--- src/hdl/amm_pkg.sv ---
`default_nettype none

package amm_pkg;

	localparam int NUM_IN  = 16;
	localparam int NUM_OUT = 16;
	localparam int RUN_LEN = NUM_OUT + 3;
	localparam int RUN_W   = $clog2(RUN_LEN + 1);

	localparam logic [1:0] MODE_GAIN   = 2'd0;
	localparam logic [1:0] MODE_SAMPLE = 2'd1;
	localparam logic [1:0] MODE_CLEAR  = 2'd2;

	localparam logic [1:0] CFG_ACT_IN  = 2'd0;
	localparam logic [1:0] CFG_ACT_OUT = 2'd1;
	localparam logic [1:0] CFG_INTERP  = 2'd2;
	localparam logic [1:0] CFG_VLOG    = 2'd3;

	typedef struct packed {
		logic        valid;
		logic [3:0]  in_index;
		logic [15:0] smp;
		logic [7:0]  pos;
		logic        ramp;
		logic [3:0]  k;
	} tok_t;

	typedef struct packed {
		logic        en;
		logic [3:0]  in_index;
		logic [3:0]  out_index;
		logic [15:0] gain;
	} gwr_t;

	typedef struct packed {
		logic       clr_gains;
		logic       load;
		logic       commit;
		logic       shift;
		logic [4:0] ni;
		logic [4:0] nout;
	} cctl_t;

endpackage

`default_nettype wire

--- src/hdl/amm_cell.sv ---
`default_nettype none

module amm_cell (
	input  wire                 clk,
	input  wire                 arst_n,
	input  wire  [3:0]          cell_idx,
	input  amm_pkg::tok_t       tok_in,
	output amm_pkg::tok_t       tok_out,
	input  amm_pkg::gwr_t       gwr,
	input  amm_pkg::cctl_t      ctl,
	input  wire  [15:0]         shift_in,
	output logic [15:0]         out_sample
);
	import amm_pkg::*;

	logic signed [15:0] tab_q  [NUM_IN];
	logic signed [15:0] prev_q [NUM_IN];

	tok_t               tok_s1;
	logic signed [15:0] g_s1;
	logic signed [15:0] prev_s1;
	logic signed [26:0] prod_s1;
	logic               v_s2;
	logic signed [31:0] mul_s2;
	logic signed [39:0] acc_q;
	logic        [15:0] out_q;

	logic               active;
	logic signed [16:0] diff;
	logic signed [9:0]  pfac;
	logic signed [26:0] prod_c;
	logic signed [26:0] shft;
	logic signed [16:0] geff17;
	logic signed [15:0] geff;
	logic signed [31:0] mul_c;
	logic signed [40:0] sum41;
	logic signed [40:0] rnd41;
	logic signed [40:0] y41;
	logic        [15:0] y16;

	assign active  = {1'b0, cell_idx} < ctl.nout;
	assign tok_out = tok_s1;

	assign diff   = {tab_q[tok_in.in_index][15], tab_q[tok_in.in_index]}
	              - {prev_q[tok_in.in_index][15], prev_q[tok_in.in_index]};
	assign pfac   = $signed({1'b0, {1'b0, tok_in.pos} + 9'd1});
	assign prod_c = diff * pfac;

	assign shft   = prod_s1 >>> tok_s1.k;
	assign geff17 = {prev_s1[15], prev_s1} + shft[16:0];
	assign geff   = tok_s1.ramp ? geff17[15:0] : g_s1;
	assign mul_c  = $signed(tok_s1.smp) * geff;

	assign sum41 = {acc_q[39], acc_q} + {{9{mul_s2[31]}}, mul_s2};

	assign rnd41 = {acc_q[39], acc_q} + 41'sd2048;
	assign y41   = rnd41 >>> 12;
	always_comb begin
		if (y41 > 41'sd32767)
			y16 = 16'h7fff;
		else if (y41 < -41'sd32768)
			y16 = 16'h8000;
		else
			y16 = y41[15:0];
	end

	always_ff @(posedge clk or negedge arst_n) begin
		if (!arst_n) begin
			for (int i = 0; i < NUM_IN; i++) begin
				tab_q[i]  <= '0;
				prev_q[i] <= '0;
			end
		end else if (ctl.clr_gains) begin
			for (int i = 0; i < NUM_IN; i++) begin
				tab_q[i]  <= '0;
				prev_q[i] <= '0;
			end
		end else begin
			if (gwr.en && gwr.out_index == cell_idx)
				tab_q[gwr.in_index] <= gwr.gain;
			if (ctl.commit && active) begin
				for (int i = 0; i < NUM_IN; i++) begin
					if (i < int'(ctl.ni))
						prev_q[i] <= tab_q[i];
				end
			end
		end
	end

	always_ff @(posedge clk or negedge arst_n) begin
		if (!arst_n) begin
			tok_s1 <= '0;
			v_s2   <= 1'b0;
		end else begin
			tok_s1 <= tok_in;
			v_s2   <= tok_s1.valid && active;
		end
	end

	always_ff @(posedge clk) begin
		g_s1            <= tab_q[tok_in.in_index];
		prev_s1         <= prev_q[tok_in.in_index];
		prod_s1         <= prod_c;
		mul_s2          <= mul_c;
	end

	always_ff @(posedge clk or negedge arst_n) begin
		if (!arst_n) begin
			acc_q <= '0;
		end else if (ctl.load) begin
			acc_q <= '0;
		end else if (v_s2) begin
			if (sum41[40] != sum41[39])
				acc_q <= sum41[40] ? {1'b1, 39'd0} : {1'b0, {39{1'b1}}};
			else
				acc_q <= sum41[39:0];
		end
	end

	always_ff @(posedge clk) begin
		if (ctl.load)
			out_q <= y16;
		else if (ctl.shift)
			out_q <= shift_in;
	end

	assign out_sample = out_q;

endmodule

`default_nettype wire

--- config.mk ---
export PLATFORM = sky130hd
export DESIGN_NAME = amm_cell
export DESIGN_NICKNAME = d
export VERILOG_FILES = /design/src/hdl/amm_pkg.sv /design/src/hdl/amm_cell.sv
export SDC_FILE = /design/constraint.sdc
export NUM_CORES = 2
export LEC_CHECK = 0
export ABC_AREA = 1
export BUFFER_PORTS_ARGS = -buffer_cell sky130_fd_sc_hd__buf_2
export CAP_MARGIN = 20
export CORE_MARGIN = 1.5
export CORE_UTILIZATION = 41
export CTS_CLUSTER_DIAMETER = 100
export DETAILED_ROUTE_END_ITERATION = 8
export HOLD_SLACK_MARGIN = 0.05
export PLACE_DENSITY = 0.54
export SYNTH_ARGS = -nofsm -noshare
export SYNTH_HDL_FRONTEND = slang
export SYNTH_SLANG_ARGS = --single-unit
--- constraint.sdc ---
create_clock -name clk -period 10.5 [get_ports clk]
set_clock_uncertainty 0.15 [all_clocks]
set_input_delay 1.05 -clock clk [delete_from_list [all_inputs] [get_ports clk]]
set_output_delay 1.05 -clock clk [all_outputs]
set_load 0.02 [all_outputs]
== Word-level counts from Yosys, hierarchy flattened ==
Cells that the tools add are included.
Widths: inputs -> output; s select.

* Flip-flop bits (word level): 694

* Mux-type cells: 38
* Bitwise operators: 2
* Shifts and indexed selects: 1
* Reductions and logical operators: 40
* Add/sub/neg operators: 5
* Multiply operators: 2
* Order comparisons: 22
* Eq/ne operators: 2

{| class="wikitable"
|+ Operators by type and width
! operator !! count
|-
| $mux 256 || 4
|-
| $mux 16 || 26
|-
| $bwmux 256 || 1
|-
| $mux 40 || 4
|-
| $bmux 16 s4 || 2
|-
| $demux 16 s4 || 1
|-
| $add 40x13->41 const B || 1
|-
| $add 40x32->41 || 1
|-
| $lt 4x5->1 const A || 8
|-
| $reduce_bool 2->1 || 20
|-
| $mul 16x16->32 || 1
|-
| $reduce_and 2->1 || 16
|-
| $gt 29x16->1 const B || 1
|-
| $lt 29x16->1 const B || 1
|-
| $mul 17x10->27 || 1
|-
| $sshr 27x4->16 || 1
|-
| $lt 3x5->1 const A || 4
|-
| $sub 16x16->17 || 1
|-
| $add 16x16->16 || 1
|-
| $ge 5x5->1 const B || 2
|-
| $lt 1x5->1 const A || 2
|-
| $lt 2x5->1 const A || 2
|-
| $not 4->5 || 2
|-
| $add 8x1->9 const B || 1
|-
| 5 further kinds || 8
|}

== Depth between registers and ports, before layout ==
* Word-level depth: 8
* Gate-level depth with buffers: 45

== Worst setup path after synthesis ==
OpenSTA, ideal clock, no wires.

* Kind: in2reg
* Start: in tok_in[29] (netlist name)
* End: reg prod_s1[21]
* Buffers on the path: 4
* Data required time: 10.230 ns
* Setup time: 0.120 ns
* Arrival: 8.225 ns
* Cell stages on the path: 34
* Path slack: 2.005 ns
* Cells stage by stage: buf_2 clkbuf_1 clkbuf_1 clkbuf_1 a21oi_1 o221ai_1 nand2_1 ha_1 fa_1 nand3b_1 nand2_1 nand4_1 o211ai_1 a21boi_0 o21ai_0 xor2_1 nand2_1 fa_1 inv_1 fa_1 inv_1 fa_1 inv_1 fa_1 fa_1 ha_1 a21oi_1 o21ai_0 a21o_1 a21o_1 a21oi_1 o21ai_0 nand2_1 nand2_1

* Word-level cells in the longest chain between the ends: 6

{| class="wikitable"
|+ RTL lines
! what !! RTL line !! text
|-
| start, declared || amm_cell.sv:7 || <nowiki>input amm_pkg::tok_t tok_in,</nowiki>
|-
| $not 4->5 (implied by the code) * || amm_cell.sv:44, amm_cell.sv:45 ||
|-
| $bmux 16 s4 (on tied branches) || amm_cell.sv:44, amm_cell.sv:45 ||
|-
| $mux 16 (on tied branches) (2 in a row) || amm_cell.sv:44, amm_cell.sv:45 ||
|-
| $sub 16x16->17 * || amm_cell.sv:45 || <nowiki>- {prev_q[tok_in.in_index][15], prev_q[tok_in.in_index]};</nowiki>
|-
| $mul 17x10->27 * || amm_cell.sv:47 || <nowiki>assign prod_c = diff * pfac;</nowiki>
|-
| named net prod_c[21] || amm_cell.sv:31 || <nowiki>logic signed [26:0] prod_c;</nowiki>
|-
| end signal, assigned || amm_cell.sv:103 || <nowiki>prod_s1 <= prod_c;</nowiki>
|-
| end, declared || amm_cell.sv:22 || <nowiki>logic signed [26:0] prod_s1;</nowiki>
|}

Mark *: on every way through the listed nets, which the timed path passes. The rest lies on a longest branch. The select of a mux whose other input is x is not followed.
A chain may end at the register's enable or synchronous reset.

== Final worst setup path ==
* Start: reg tok_s1, in the netlist tok_out[0]
* End: reg mul_s2[31]

* Word-level cells in the longest chain between the ends: 4

{| class="wikitable"
|+ RTL lines
! what !! RTL line !! text
|-
| start, declared || amm_cell.sv:19 || <nowiki>tok_t tok_s1;</nowiki>
|-
| start signal, assigned || amm_cell.sv:95 || <nowiki>tok_s1 <= tok_in;</nowiki>
|-
| $sshr 27x4->16 || amm_cell.sv:49 || <nowiki>assign shft = prod_s1 >>> tok_s1.k;</nowiki>
|-
| $add 16x16->16 || amm_cell.sv:50 || <nowiki>assign geff17 = {prev_s1[15], prev_s1} + shft[16:0];</nowiki>
|-
| $mux 16 || amm_cell.sv:51 || <nowiki>assign geff = tok_s1.ramp ? geff17[15:0] : g_s1;</nowiki>
|-
| $mul 16x16->32 || amm_cell.sv:52 || <nowiki>assign mul_c = $signed(tok_s1.smp) * geff;</nowiki>
|-
| named net mul_c[31] || amm_cell.sv:35 || <nowiki>logic signed [31:0] mul_c;</nowiki>
|-
| end signal, assigned || amm_cell.sv:104 || <nowiki>mul_s2 <= mul_c;</nowiki>
|-
| end, declared || amm_cell.sv:24 || <nowiki>logic signed [31:0] mul_s2;</nowiki>
|}

The timed path passes the listed nets, and every way through them passes these cells.

==> insert_results.sql <==
INSERT INTO impl_metrics (metric_group, metric, value, unit) VALUES
('yosys', 'mappedNetlistNets', '7341', ''),
('sta', 'final-hold-violation-count', '0', ''),
('worst_hold_path', 'worstHoldPathType', 'in2async', ''),
('critical_path', 'worst_path_max_delay_cell', 'sky130_fd_sc_hd__fa_1', ''),
('grt', 'first_global_vias', '45000', ''),
('route', 'vias', '44800', ''),
('place', 'io_buffer_count', '144', ''),
('route', 'first_iter_violations', '3661', ''),
('sta', 'min_period_over_period', '0.886', ''),
('sta', 'final_period_minus_worst_setup_slack', '9.30', 'ns'),
('yosys', 'netlist_area', '52000', 'sq um'),
('grt', 'maximum_number_of_pins_on_one_net_before_global_route_repair', '162', ''),
('yosys', 'asyncSetResetFlopFracSynth', '0.846', ''),
('sta', 'final_max_slew_viol_count', '0', ''),
('sta', 'maxClockFrequency', '0.108', 'GHz'),
('die', 'fp.dieW', '359', 'um'),
('route', 'detail_route.vias_per_cell', '5.35', ''),
('layout', 'stdcell_area', '57500', 'sq um'),
('die', 'starting_density_of_the_core', '0.413', ''),
('sta', 'slew_headroom', '0.196', ''),
('yosys', 'syn-mean-instance-area', '7.83', 'sq um'),
('place', 'place.gp.congestion', '0.940', ''),
('clock_network', 'post_cts_hold_buffer_count', '0', ''),
('clock_network', 'clock_buffer_count_from_cts', '84', ''),
('critical_path', 'timing.critical_path.from_type', 'register', ''),
('critical_path', 'critical_path_required', '10.90', 'ns'),
('layout', 'area.growth.synth_to_final', '10.6', '%'),
('grt', 'grt_antenna_before_repair', '2', ''),
('die', 'area_of_the_core', '126000', 'sq um'),
('layout', 'layout.cells.most_common_list', 'sky130_fd_sc_hd__nand2_1, sky130_fd_sc_hd__inv_1, sky130_fd_sc_hd__dfrtp_1', ''),
('layout', 'final_layout_size_suffix_gt1_frac', '0.0702', ''),
('yosys', 'synth.yosys.seq_area_share', '0.327', ''),
('yosys', 'synth.ff_latch_count', '694', ''),
('clock_network', 'clkLatencyLatePin', '0.72', 'ns'),
('layout', 'layout.core_utilization', '0.457', ''),
('die', 'die-area', '129000', 'sq um'),
('place', 'placed_cell_area', '54400', 'sq um'),
('route', 'drc', '0', ''),
('critical_path', 'worst_path_largest_cell_delay', '0.81', 'ns'),
('grt', 'grt_overflow', '0', ''),
('yosys', 'synth-warning-count', '0', ''),
('clock_network', 'clkSlewWorstSetupHoldPaths', '0.06', 'ns'),
('route', 'detail_route.wirelength', '177', 'mm'),
('critical_path', 'worst-path-max-fanout', '24', ''),
('yosys', 'synth_cells', '6635', ''),
('layout', 'mostFrequentLayoutCell', 'sky130_fd_sc_hd__nand2_1', ''),
('layout', 'nets', '7357', ''),
('yosys', 'synth_cell_types', '61', ''),
('critical_path', 'worstReg2RegStart', 'tok_out[0]$_DFF_PN0_', ''),
('critical_path', 'critPathCapture', 'mul_s2[31]$_DFF_P_', ''),
('place', 'place.detailed.instances', '8215', ''),
('clock_network', 'cts-root-to-sink-buffers', '3', ''),
('sta', 'transition_time_of_the_tightest_slew_check_pin', '1.21', 'ns'),
('critical_path', 'worst_ep_arrival_time', '9.70', 'ns'),
('clock_network', 'clock_tree.htree_level_count', '3', ''),
('critical_path', 'r2r_cells', '36', ''),
('clock_network', 'clock_tree.root_cell', 'sky130_fd_sc_hd__clkbuf_16', ''),
('place', 'detailed_place_hpwl', '128', 'mm'),
('clock_network', 'cts_post_setup_buffers_inserted', '0', ''),
('clock_network', 'cts_repair_resize_count', '0', ''),
('grt', 'grt_use_total', '0.276', ''),
('sta', 'unrepaired_setup_endpoints_after_global_routing', 'false', ''),
('critical_path', 'worstSetupPathType', 'reg2reg', ''),
('clock_network', 'cts_tree', 'done', ''),
('yosys', 'synth_edf_count', '16', ''),
('die', 'core.rowCount', '130', ''),
('outcome', 'status', 'complete, no violations', ''),
('route', 'drtAntennaViolNets', '0', ''),
('sta', 'setup_total_negative_slack', '0', 'ns'),
('route', 'drt_pass1_iterations', '6', ''),
('yosys', 'ys_dominant_reg_cell', 'sky130_fd_sc_hd__dfrtp_1', ''),
('flow_run', 'max-cap-violations', '0', ''),
('critical_path', 'crit-reg2reg-capture', 'mul_s2[31]$_DFF_P_', ''),
('grt', 'grt_first_pass_wirelength', '273', 'mm'),
('critical_path', 'path_common_cell', 'sky130_fd_sc_hd__nand2_1', ''),
('route', 'wl_per_cell', '21.2', 'um'),
('die', 'top_level_ports', '145', ''),
('critical_path', 'worstSetupEndpointType', 'register', ''),
('die', 'die_height', '359', 'um'),
('clock_network', 'clock-sinks', '694', ''),
('layout', 'instances_no_fill', '8375', ''),
('critical_path', 'crit_start', 'tok_out[0]$_DFF_PN0_', ''),
('critical_path', 'r2r_setup_slack', '1.20', 'ns'),
('sta', 'setup_violation_total_in_the_final_timing_report', '0', '');
[final cells by class]
| type | count | area [sq um] |
|---|---|---|
| antenna | 2 | 5.00 |
| clock buffer | 121 | 2520 |
| clock inverter | 37 | 538 |
| fill | 12700 | 68300 |
| inverter | 1123 | 4220 |
| multi-input combinational | 4513 | 29600 |
| sequential | 694 | 17000 |
| tap | 1650 | 2060 |
| timing repair buffer | 235 | 1530 |
[synthesized netlist by cell type, types with 23 or more instances]
| library cell | number | area share |
|---|---|---|
| sky130_fd_sc_hd__a21oi_1 | 484 | 0.047 |
| sky130_fd_sc_hd__xnor2_1 | 51 | 0.0086 |
| sky130_fd_sc_hd__o21ai_0 | 542 | 0.052 |
| sky130_fd_sc_hd__fa_1 | 395 | 0.15 |
| sky130_fd_sc_hd__nor2_1 | 535 | 0.039 |
| sky130_fd_sc_hd__inv_1 | 1103 | 0.080 |
| sky130_fd_sc_hd__a22oi_1 | 51 | 0.0074 |
| sky130_fd_sc_hd__nand2_1 | 1333 | 0.096 |
| sky130_fd_sc_hd__o31ai_1 | 45 | 0.0065 |
| sky130_fd_sc_hd__dfrtp_1 | 587 | 0.28 |
| sky130_fd_sc_hd__xor2_1 | 70 | 0.012 |
| sky130_fd_sc_hd__nand3_1 | 331 | 0.032 |
| sky130_fd_sc_hd__o221ai_1 | 53 | 0.0089 |
| sky130_fd_sc_hd__nand4_1 | 35 | 0.0042 |
| sky130_fd_sc_hd__o211ai_1 | 36 | 0.0052 |
| sky130_fd_sc_hd__clkbuf_1 | 230 | 0.017 |
| sky130_fd_sc_hd__mux2i_1 | 35 | 0.0067 |
| sky130_fd_sc_hd__o22ai_1 | 128 | 0.015 |
| sky130_fd_sc_hd__buf_1 | 23 | 0.0017 |
| sky130_fd_sc_hd__buf_2 | 42 | 0.0040 |
| sky130_fd_sc_hd__or2_2 | 33 | 0.0040 |
| sky130_fd_sc_hd__ha_1 | 216 | 0.052 |
| sky130_fd_sc_hd__dfxtp_1 | 91 | 0.035 |
[registers in the layout (all words and copies together) (netlist names)]
name        flops
acc_q          40
tok_out        34
v_s2            1
out_sample     16
mul_s2         32
prev_q        256
prod_s1        27
prev_s1        16
g_s1           16
tab_q         256
[metrics by stage]
stage / hold WS (ns) / setup slack [ns]
3_3_place_gp: 0.311 / 1.00
5_1_grt: 0.196 / 0.537
6_report: 0.171 / 1.20
3_5_place_dp: 0.314 / 0.975
2_1_floorplan: 0.296 / 2.01
4_1_cts: 0.149 / 1.12
[cell families after synthesis]
| group | Yosys count | share of synthesized area |
|---|---|---|
| XOR/XNOR | 121 | 0.0204 |
| AO/OA/AOI/OAI | 1417 | 0.153 |
| flip-flops | 694 | 0.327 |
| buffers and inverters | 1428 | 0.106 |
| AND/OR/NAND/NOR | 2329 | 0.183 |
| adder cells (fa/ha/maj) | 611 | 0.204 |
| multiplexers | 35 | 0.00674 |
[worst min-delay path by stage]
stage | slack, ns | endpoint | depth (start not counted)
after floorplan | 0.30 | prev_q[215]$_DFFE_PN0P_ | 2
after CTS | 0.15 | prev_q[172]$_DFFE_PN0P_ | 1
after global routing | 0.20 | prev_q[172]$_DFFE_PN0P_ | 1
after global placement | 0.31 | prev_q[127]$_DFFE_PN0P_ | 2
after detailed placement | 0.31 | prev_q[87]$_DFFE_PN0P_ | 2
final | 0.17 | prev_q[172]$_DFFE_PN0P_ | 1
[worst max-delay path: cells and delay by family, from the launching register on]
kind                     cells  cell delay (ns)
adder cells (fa/ha/maj)      8             4.16
AND/OR/NAND/NOR             14             1.93
AO/OA/AOI/OAI                5             1.22
buffers and inverters        7             0.81
XOR/XNOR                     2             0.50
flip-flops                   1             0.39
[routing by layer]
layer | GRT usage | up-vias | part of all wire
met5 | 0 | - | 0
met4 | 0.113 | 0 | 0.043
met3 | 0.0392 | 291 | 0.057
met2 | 0.455 | 1338 | 0.47
met1 | 0.364 | 21900 | 0.43
li1 | - | 21300 | -
Power is not shown: default switching activity piles up to over one toggle a cycle in this logic, so the estimate is an artifact.
